==> config.mk <==
export PLATFORM = sky130hd
export DESIGN_NAME = modular_exponentiation_unit
export DESIGN_NICKNAME = d
export VERILOG_FILES = /design/src/rtl/core/modexp_pkg.sv /design/src/rtl/core/modular_exponentiation_unit.sv
export SDC_FILE = /design/constraint.sdc
export NUM_CORES = 1
export LEC_CHECK = 0
export BUFFER_PORTS_ARGS = -buffer_cell sky130_fd_sc_hd__buf_4
export CORE_MARGIN = 5
export CORE_UTILIZATION = 63
export CTS_BUF_LIST = sky130_fd_sc_hd__clkbuf_2 sky130_fd_sc_hd__clkbuf_4 sky130_fd_sc_hd__clkbuf_8
export DETAILED_ROUTE_END_ITERATION = 8
export GPL_TIMING_DRIVEN = 0
export PLACE_DENSITY = 0.85
export SYNTH_ARGS = -nofsm -noshare
export SYNTH_HDL_FRONTEND = slang
export SYNTH_SLANG_ARGS = --single-unit
==> constraint.sdc <==
create_clock -name aclk -period 7.03 [get_ports aclk]
set_input_delay 2.109 -clock aclk [delete_from_list [all_inputs] [get_ports aclk]]
set_output_delay 2.109 -clock aclk [all_outputs]
set_load 0.05 [all_outputs]
==> src/rtl/core/modexp_pkg.sv <==
`timescale 1ns / 1ps
// ----------------------------------------------------------------------------
// Modular exponentiation package
// Word size, sequencer states and the shared shift-add-reduce step.
// ----------------------------------------------------------------------------
package modexp_pkg;

    localparam int WORD_BITS = 32;
    localparam int CNT_BITS  = $clog2(WORD_BITS);

    typedef logic [WORD_BITS-1:0] word_t;
    typedef logic [CNT_BITS-1:0]  cnt_t;

    typedef enum logic [2:0] {
        ST_IDLE,
        ST_REDUCE,
        ST_SQUARE,
        ST_MULT,
        ST_FINISH
    } state_t;

    // One step of interleaved modular multiplication:
    // (2*acc + (take ? addend : 0)) mod m, with acc and addend below m.
    // A modulus of zero stands for 2^WORD_BITS, so the sum just wraps.
    function automatic word_t mod_step(input word_t acc, input word_t addend,
                                       input logic take, input word_t m);
        logic [WORD_BITS+1:0] sum;
        logic [WORD_BITS+2:0] diff1;
        logic [WORD_BITS+2:0] diff2;
        word_t                res;
        sum   = {1'b0, acc, 1'b0} + (take ? {2'b00, addend} : '0);
        diff1 = {1'b0, sum} - {3'b000, m};
        diff2 = {1'b0, sum} - {2'b00, m, 1'b0};
        if (m == '0) begin
            res = sum[WORD_BITS-1:0];
        end else if (!diff2[WORD_BITS+2]) begin
            res = diff2[WORD_BITS-1:0];
        end else if (!diff1[WORD_BITS+2]) begin
            res = diff1[WORD_BITS-1:0];
        end else begin
            res = sum[WORD_BITS-1:0];
        end
        return res;
    endfunction

endpackage

==> src/rtl/core/modular_exponentiation_unit.sv <==
`timescale 1ns / 1ps
// Work: a base reduction, then a square for each of the 32 exponent bits and a
//   multiply for each set bit, on one shift-add-reduce unit, one multiplier bit a cycle.
// Throughput: one transaction at a time; a zero exponent goes straight to finish.
// A finished result waits in the output register while the next one is taken.
// Reset (aresetn low, synchronous): sequencer idle, no result held, modulus 2.
// ----------------------------------------------------------------------------
// Modular exponentiation unit
// Computes base^exponent mod modulus by left-to-right square-and-multiply,
// each product formed bit-serially on one shared modular add/reduce step.
// ----------------------------------------------------------------------------
module modular_exponentiation_unit (
    input  logic                                aclk,
    input  logic                                aresetn,
    // configuration: modulus
    input  logic                                cfg_wen,
    input  modexp_pkg::word_t                   cfg_wdata,
    // input stream
    input  logic                                s_tvalid,
    output logic                                s_tready,
    input  logic [2*modexp_pkg::WORD_BITS-1:0]  s_tdata,    // [31:0] base, [63:32] exponent
    // result stream
    output logic                                m_tvalid,
    input  logic                                m_tready,
    output modexp_pkg::word_t                   m_tdata,    // [31:0] key_value
    output logic                                m_tuser     // [0] exponent_in_range
);

    localparam int W = modexp_pkg::WORD_BITS;
    localparam modexp_pkg::cnt_t CNT_LAST = modexp_pkg::cnt_t'(W - 1);

    modexp_pkg::state_t state_reg, state_next;

    modexp_pkg::word_t mod_reg, mod_next;
    modexp_pkg::word_t base_reg, base_next;
    modexp_pkg::word_t exp_reg, exp_next;
    modexp_pkg::word_t acc_reg, acc_next;
    modexp_pkg::word_t mul_a_reg, mul_a_next;
    modexp_pkg::word_t mul_b_reg, mul_b_next;
    modexp_pkg::word_t res_reg, res_next;
    logic              range_reg, range_next;
    modexp_pkg::cnt_t  step_cnt_reg, step_cnt_next;
    modexp_pkg::cnt_t  bit_cnt_reg, bit_cnt_next;
    logic              out_valid_reg, out_valid_next;
    modexp_pkg::word_t out_data_reg, out_data_next;
    logic              out_user_reg, out_user_next;

    logic              in_accept;
    logic              out_free;
    logic              out_load;
    logic              step_last;
    logic              bit_last;
    modexp_pkg::word_t unit_addend;
    logic              unit_take;
    modexp_pkg::word_t unit_out;
    modexp_pkg::word_t res_init;
    modexp_pkg::word_t in_base;
    modexp_pkg::word_t in_exp;

    assign in_base   = s_tdata[W-1:0];
    assign in_exp    = s_tdata[2*W-1:W];
    assign in_accept = s_tvalid && s_tready;
    assign out_free  = !out_valid_reg || m_tready;
    assign step_last = (step_cnt_reg == CNT_LAST);
    assign bit_last  = (bit_cnt_reg == CNT_LAST);
    assign res_init  = (mod_reg == modexp_pkg::word_t'(1)) ? '0 : modexp_pkg::word_t'(1);

    // Shared modular step unit
    assign unit_out = modexp_pkg::mod_step(acc_reg, unit_addend, unit_take, mod_reg);

    // Sequencer: next state
    always_comb begin
        state_next = state_reg;
        case (state_reg)
            modexp_pkg::ST_IDLE: begin
                if (in_accept) begin
                    state_next = (in_exp == '0) ? modexp_pkg::ST_FINISH
                                                : modexp_pkg::ST_REDUCE;
                end
            end
            modexp_pkg::ST_REDUCE: begin
                if (step_last) begin
                    state_next = modexp_pkg::ST_SQUARE;
                end
            end
            modexp_pkg::ST_SQUARE: begin
                if (step_last) begin
                    if (exp_reg[W-1]) begin
                        state_next = modexp_pkg::ST_MULT;
                    end else if (bit_last) begin
                        state_next = modexp_pkg::ST_FINISH;
                    end else begin
                        state_next = modexp_pkg::ST_SQUARE;
                    end
                end
            end
            modexp_pkg::ST_MULT: begin
                if (step_last) begin
                    state_next = bit_last ? modexp_pkg::ST_FINISH : modexp_pkg::ST_SQUARE;
                end
            end
            modexp_pkg::ST_FINISH: begin
                if (out_free) begin
                    state_next = modexp_pkg::ST_IDLE;
                end
            end
            default: begin
                state_next = modexp_pkg::ST_IDLE;
            end
        endcase
    end

    // Sequencer: outputs and operand select
    always_comb begin
        s_tready    = 1'b0;
        out_load    = 1'b0;
        unit_addend = mul_a_reg;
        unit_take   = mul_b_reg[W-1];
        case (state_reg)
            modexp_pkg::ST_IDLE: begin
                s_tready = 1'b1;
            end
            modexp_pkg::ST_REDUCE: begin
                // shift base bits in one at a time: remainder by the modulus
                unit_addend = modexp_pkg::word_t'(1);
                unit_take   = base_reg[W-1];
            end
            modexp_pkg::ST_FINISH: begin
                out_load = out_free;
            end
            default: begin
                s_tready = 1'b0;
            end
        endcase
    end

    // Datapath next values
    always_comb begin
        mod_next       = mod_reg;
        base_next      = base_reg;
        exp_next       = exp_reg;
        acc_next       = acc_reg;
        mul_a_next     = mul_a_reg;
        mul_b_next     = mul_b_reg;
        res_next       = res_reg;
        range_next     = range_reg;
        step_cnt_next  = step_cnt_reg;
        bit_cnt_next   = bit_cnt_reg;
        out_valid_next = out_valid_reg;
        out_data_next  = out_data_reg;
        out_user_next  = out_user_reg;

        if (cfg_wen) begin
            mod_next = cfg_wdata;
        end

        case (state_reg)
            modexp_pkg::ST_IDLE: begin
                if (in_accept) begin
                    base_next     = in_base;
                    exp_next      = in_exp;
                    range_next    = (in_exp != '0) && (mod_reg != '0) && (in_exp < mod_reg);
                    acc_next      = '0;
                    step_cnt_next = '0;
                    bit_cnt_next  = '0;
                    res_next      = modexp_pkg::word_t'(1);
                end
            end
            modexp_pkg::ST_REDUCE: begin
                acc_next      = unit_out;
                base_next     = base_reg << 1;
                step_cnt_next = step_cnt_reg + 1'b1;
                if (step_last) begin
                    base_next  = unit_out;
                    acc_next   = '0;
                    res_next   = res_init;
                    mul_a_next = res_init;
                    mul_b_next = res_init;
                end
            end
            modexp_pkg::ST_SQUARE, modexp_pkg::ST_MULT: begin
                acc_next      = unit_out;
                mul_b_next    = mul_b_reg << 1;
                step_cnt_next = step_cnt_reg + 1'b1;
                if (step_last) begin
                    res_next = unit_out;
                    acc_next = '0;
                    if ((state_reg == modexp_pkg::ST_SQUARE) && exp_reg[W-1]) begin
                        // multiply by the reduced base for a set exponent bit
                        mul_a_next = base_reg;
                        mul_b_next = unit_out;
                    end else begin
                        // advance to the next exponent bit; square again unless it was the last
                        exp_next     = exp_reg << 1;
                        bit_cnt_next = bit_cnt_reg + 1'b1;
                        mul_a_next   = unit_out;
                        mul_b_next   = unit_out;
                    end
                end
            end
            default: begin
                acc_next = acc_reg;
            end
        endcase

        // Drop a delivered result, then load a new one
        if (out_valid_reg && m_tready) begin
            out_valid_next = 1'b0;
        end
        if (out_load) begin
            out_valid_next = 1'b1;
            out_data_next  = res_reg;
            out_user_next  = range_reg;
        end
    end

    // Registers
    always_ff @(posedge aclk) begin
        if (!aresetn) begin
            state_reg     <= modexp_pkg::ST_IDLE;
            mod_reg       <= modexp_pkg::word_t'(2);
            step_cnt_reg  <= '0;
            bit_cnt_reg   <= '0;
            out_valid_reg <= 1'b0;
        end else begin
            state_reg     <= state_next;
            mod_reg       <= mod_next;
            step_cnt_reg  <= step_cnt_next;
            bit_cnt_reg   <= bit_cnt_next;
            out_valid_reg <= out_valid_next;
        end
    end

    always_ff @(posedge aclk) begin
        base_reg     <= base_next;
        exp_reg      <= exp_next;
        acc_reg      <= acc_next;
        mul_a_reg    <= mul_a_next;
        mul_b_reg    <= mul_b_next;
        res_reg      <= res_next;
        range_reg    <= range_next;
        out_data_reg <= out_data_next;
        out_user_reg <= out_user_next;
    end

    assign m_tvalid = out_valid_reg;
    assign m_tdata  = out_data_reg;
    assign m_tuser  = out_user_reg;

`ifndef SYNTHESIS
    // Partial product stays reduced below a nonzero modulus
    assert property (@(posedge aclk) disable iff (!aresetn)
        ((state_reg == modexp_pkg::ST_SQUARE) || (state_reg == modexp_pkg::ST_MULT))
        && (mod_reg != '0) |-> (acc_reg < mod_reg))
    else $error("modexp: accumulator not reduced");

    // An in-range exponent yields a result below the modulus
    assert property (@(posedge aclk) disable iff (!aresetn)
        m_tvalid && m_tuser |-> (m_tdata < mod_reg))
    else $error("modexp: result not below modulus");

    // A nonzero exponent starts with the base reduction
    assert property (@(posedge aclk) disable iff (!aresetn)
        in_accept && (in_exp != '0) |=> (state_reg == modexp_pkg::ST_REDUCE) && !s_tready)
    else $error("modexp: reduction not started");

    // Step counter sits at zero in the finish state
    assert property (@(posedge aclk) disable iff (!aresetn)
        (state_reg == modexp_pkg::ST_FINISH) |-> (step_cnt_reg == '0))
    else $error("modexp: step counter misaligned");
`endif

endmodule
==> impl_metrics.toml <==
[flow_run]
drv_cap = 0

[drt]
drt-initial-drc-count = 2286
wl_per_cell_um = 23.45
drc = 0
totalWireLength_um = 58960
vias = 16650
dr.pass1.iters = 8
final_antenna_net_count = 0
vias_per_cell = 6.622

[setup_path]
slowest_stage = "fa_1"
path_delay_family = "compound AO/OA/AOI/OAI gates"
criticalPathCategory = "flop to flop"
cp-start-kind = "flop"
cp_max_fo = 10
worstPathArrival_ns = 7.30
critPathRequiredTime_ns = 7.33
cpPeakStageDelay_ns = 0.44
crit_path_end_kind = "flop"
critPathBufInv = 6

[synth]
syn_inst = 1892
synth-compound-area-share_pct = 20.09
synth-edff-count = 226
yosysUniqueCellTypes = 74
synthFlopType = "edfxtp_1"
synth_xor_xnor_area_share_pct = 3.618
synth_seq_area_share_pct = 43.62
yosys_warnings = 0
yosys-mux-area-fraction_pct = 1.983
synth_top_family_by_area = "compound AO/OA/AOI/OAI gates"
syn_nets = 2126
syn_area_per_cell_um2 = 9.340
synthSimpleGateAreaFrac_pct = 17.57
syn_area_um2 = 17670
synth_fa_ha_area_share_pct = 9.545
synth-seq-cells = 272
async_reset_ff_share_pct = 0

[clocking]
htree_levels = 2
clock_latency_ns = 0.60
cts.clk_slew.worst_paths_ns = 0.06
cts_root_buffer = "clkbuf_8"
cts_buffers = 44
cts_sinks = 272
cts_tree = "done"
cts_hold_buf = 0
clockBufferDepth = 3

[floorplanning]
rows = 61
die_x_um = 177.5
start_util_pct = 63.78
die_area_um2 = 31500
fp.dieH_um = 177.5
fp.coreArea_um2 = 27710
io_pins = 136

[grt]
grt-ovfl-total = 0
grt_pass1_vias = 15950
grt_pass1_wl_um = 88120
grt_usage_pct = 36.18
grt_max_degree = 36
antenna_found_initial = 0

[placement]
io_buffers = 134
placed_cell_area_um2 = 19210
placed_cells = 2407
dpl.hpwl_um = 44860
post-place-ws_ns = -1.133
place_congestion = 0.9860

[pwr]
leakage_uw = 0.008662
p_switching_uw = 3839
pwr-share-clk_pct = 16.8
seq_power_share_pct = 24.7
intPower_uw = 4389
combPwrFrac_pct = 58.5
pwr_density_cell_nw_per_um2 = 394.5
peakVddDrop_uv = 322.7
power.share.switching_pct = 46.66

[layout]
multi_input_area_um2 = 9853
fillers = 1984
drive_above_1_share_pct = 16.16
seqCellArea_um2 = 7710
nNetsFinal = 2334
final_area_um2 = 20860
fin_cells = 2514
syn_to_final_growth_pct = 18.03

[sta]
drv_slew = 0
hold_viol_final = 0
tightest_slew_ns = 1.327
grt_setup_unrepaired = "true"
max_slew_margin_pct = 11.42
fin_worst_skew_ns = 0.02050
setup_violations = 0
period_minus_slack_ns = 7.001
max_freq_ghz = 0.1428
period_share_pct = 99.58
worst_slack_ns = 0.02933

[min_path]
hold_path_class = "flop to flop"

[run_status]
status = "completed"
==> power groups by stage <==
stage	sequential, µW	combinational [µW]	clock (µW)
after global routing	2040	5070	1460
after detailed placement	2060	3970	0
after global placement	2050	3930	0
after floorplan	2030	2730	0
after CTS	2020	4390	1380
final	2030	4810	1380
==> synth_stat cells, drive strengths merged, types with 8 or more instances <==
cell / count / share of area [%]
nand2b: 19 / 0.67
dfxtp: 46 / 5.2
clkbuf: 75 / 1.6
buf: 14 / 0.42
nand3: 38 / 1.1
nor3: 27 / 0.76
a21oi: 192 / 5.5
ha: 130 / 9.2
xnor2: 45 / 2.2
nor4: 26 / 0.99
nand2: 215 / 4.6
edfxtp: 226 / 38
o21ai: 149 / 4.2
o22ai: 9 / 0.35
o21bai: 11 / 0.47
inv: 73 / 1.6
a31oi: 17 / 0.60
xor2: 28 / 1.4
nor2: 148 / 3.1
a221oi: 9 / 0.55
or2: 8 / 0.28
o211ai: 17 / 0.75
a211o: 9 / 0.45
and3: 52 / 1.8
mux2i: 35 / 2.0
a211oi: 17 / 0.75
or3: 15 / 0.53
nand4: 29 / 1.0
nor2b: 46 / 1.6
a21o: 56 / 2.4
and2: 17 / 0.60
o21a: 16 / 0.68
==> through the flow <==
stage	hold slack (ns)	util [%]	power (µW)	TNS, ns
6_report	0.4176	75.28	8227	0
5_1_grt	0.4258	75.27	8567	-15.44
4_1_cts	0.4196	74.09	7789	0
3_5_place_dp	0.4045	69.34	6023	-119.25
3_3_place_gp	0.4008	69.12	5984	-94.11
2_1_floorplan	0.4003	-	4757	0
==> cell usage in the layout (no fill, tap or decap), drive strengths merged, types with 52 or more instances in the layout <==
master	n
inv	77
edfxtp	226
nand2	215
nor2	148
o21ai	149
clkbuf	133
ha	130
a21oi	192
a21o	56
buf	180
and3	52
==> kinds of logic after synthesis <==
kind of cell,count (synthesis)
mux,35
compound gates,568
buf+inv,162
simple gates,649
flops,272
xor+xnor,73
fa+ha+maj,133
==> layer usage <==
layer  vias to the layer above  GRT usage (%)  wire, µm
met5                         -              0         0
met4                         0          13.70      2591
met3                       193          6.817      6386
met2                      1127          58.50     27230
met1                      7885          48.74     22760
li1                       7443              -         -
==> final cells by class <==
type / instances / area share, %
repair buffers: 164 / 6.161
diodes: 1 / 0.01200
flip-flops and latches: 272 / 36.97
well taps: 378 / 2.268
inverters: 73 / 1.314
clock inverters: 19 / 0.4739
plain buffers: 87 / 1.920
clock buffers: 62 / 3.641
multi-input cells: 1458 / 47.24
==> final timing paths <==
kind / start / cells after the start / endpoint / slack, ns
worst max-delay path: state_reg[2] / 28 / base_reg[27] / 0.03
worst min-delay path: res_reg[21] / 0 / m_tdata[21] / 0.42
worst max register to register: state_reg[2] / 28 / base_reg[27] / 0.03
worst min register to register: res_reg[21] / 0 / m_tdata[21] / 0.42
==> timing repair <==
item,4_1_cts,5_1_grt
setup buffers,14,13
endpoints found under the setup margin,160,160
pin swaps,14,22
gates resized for setup,65,59
Note: power is estimated with default switching activity, not from simulation.
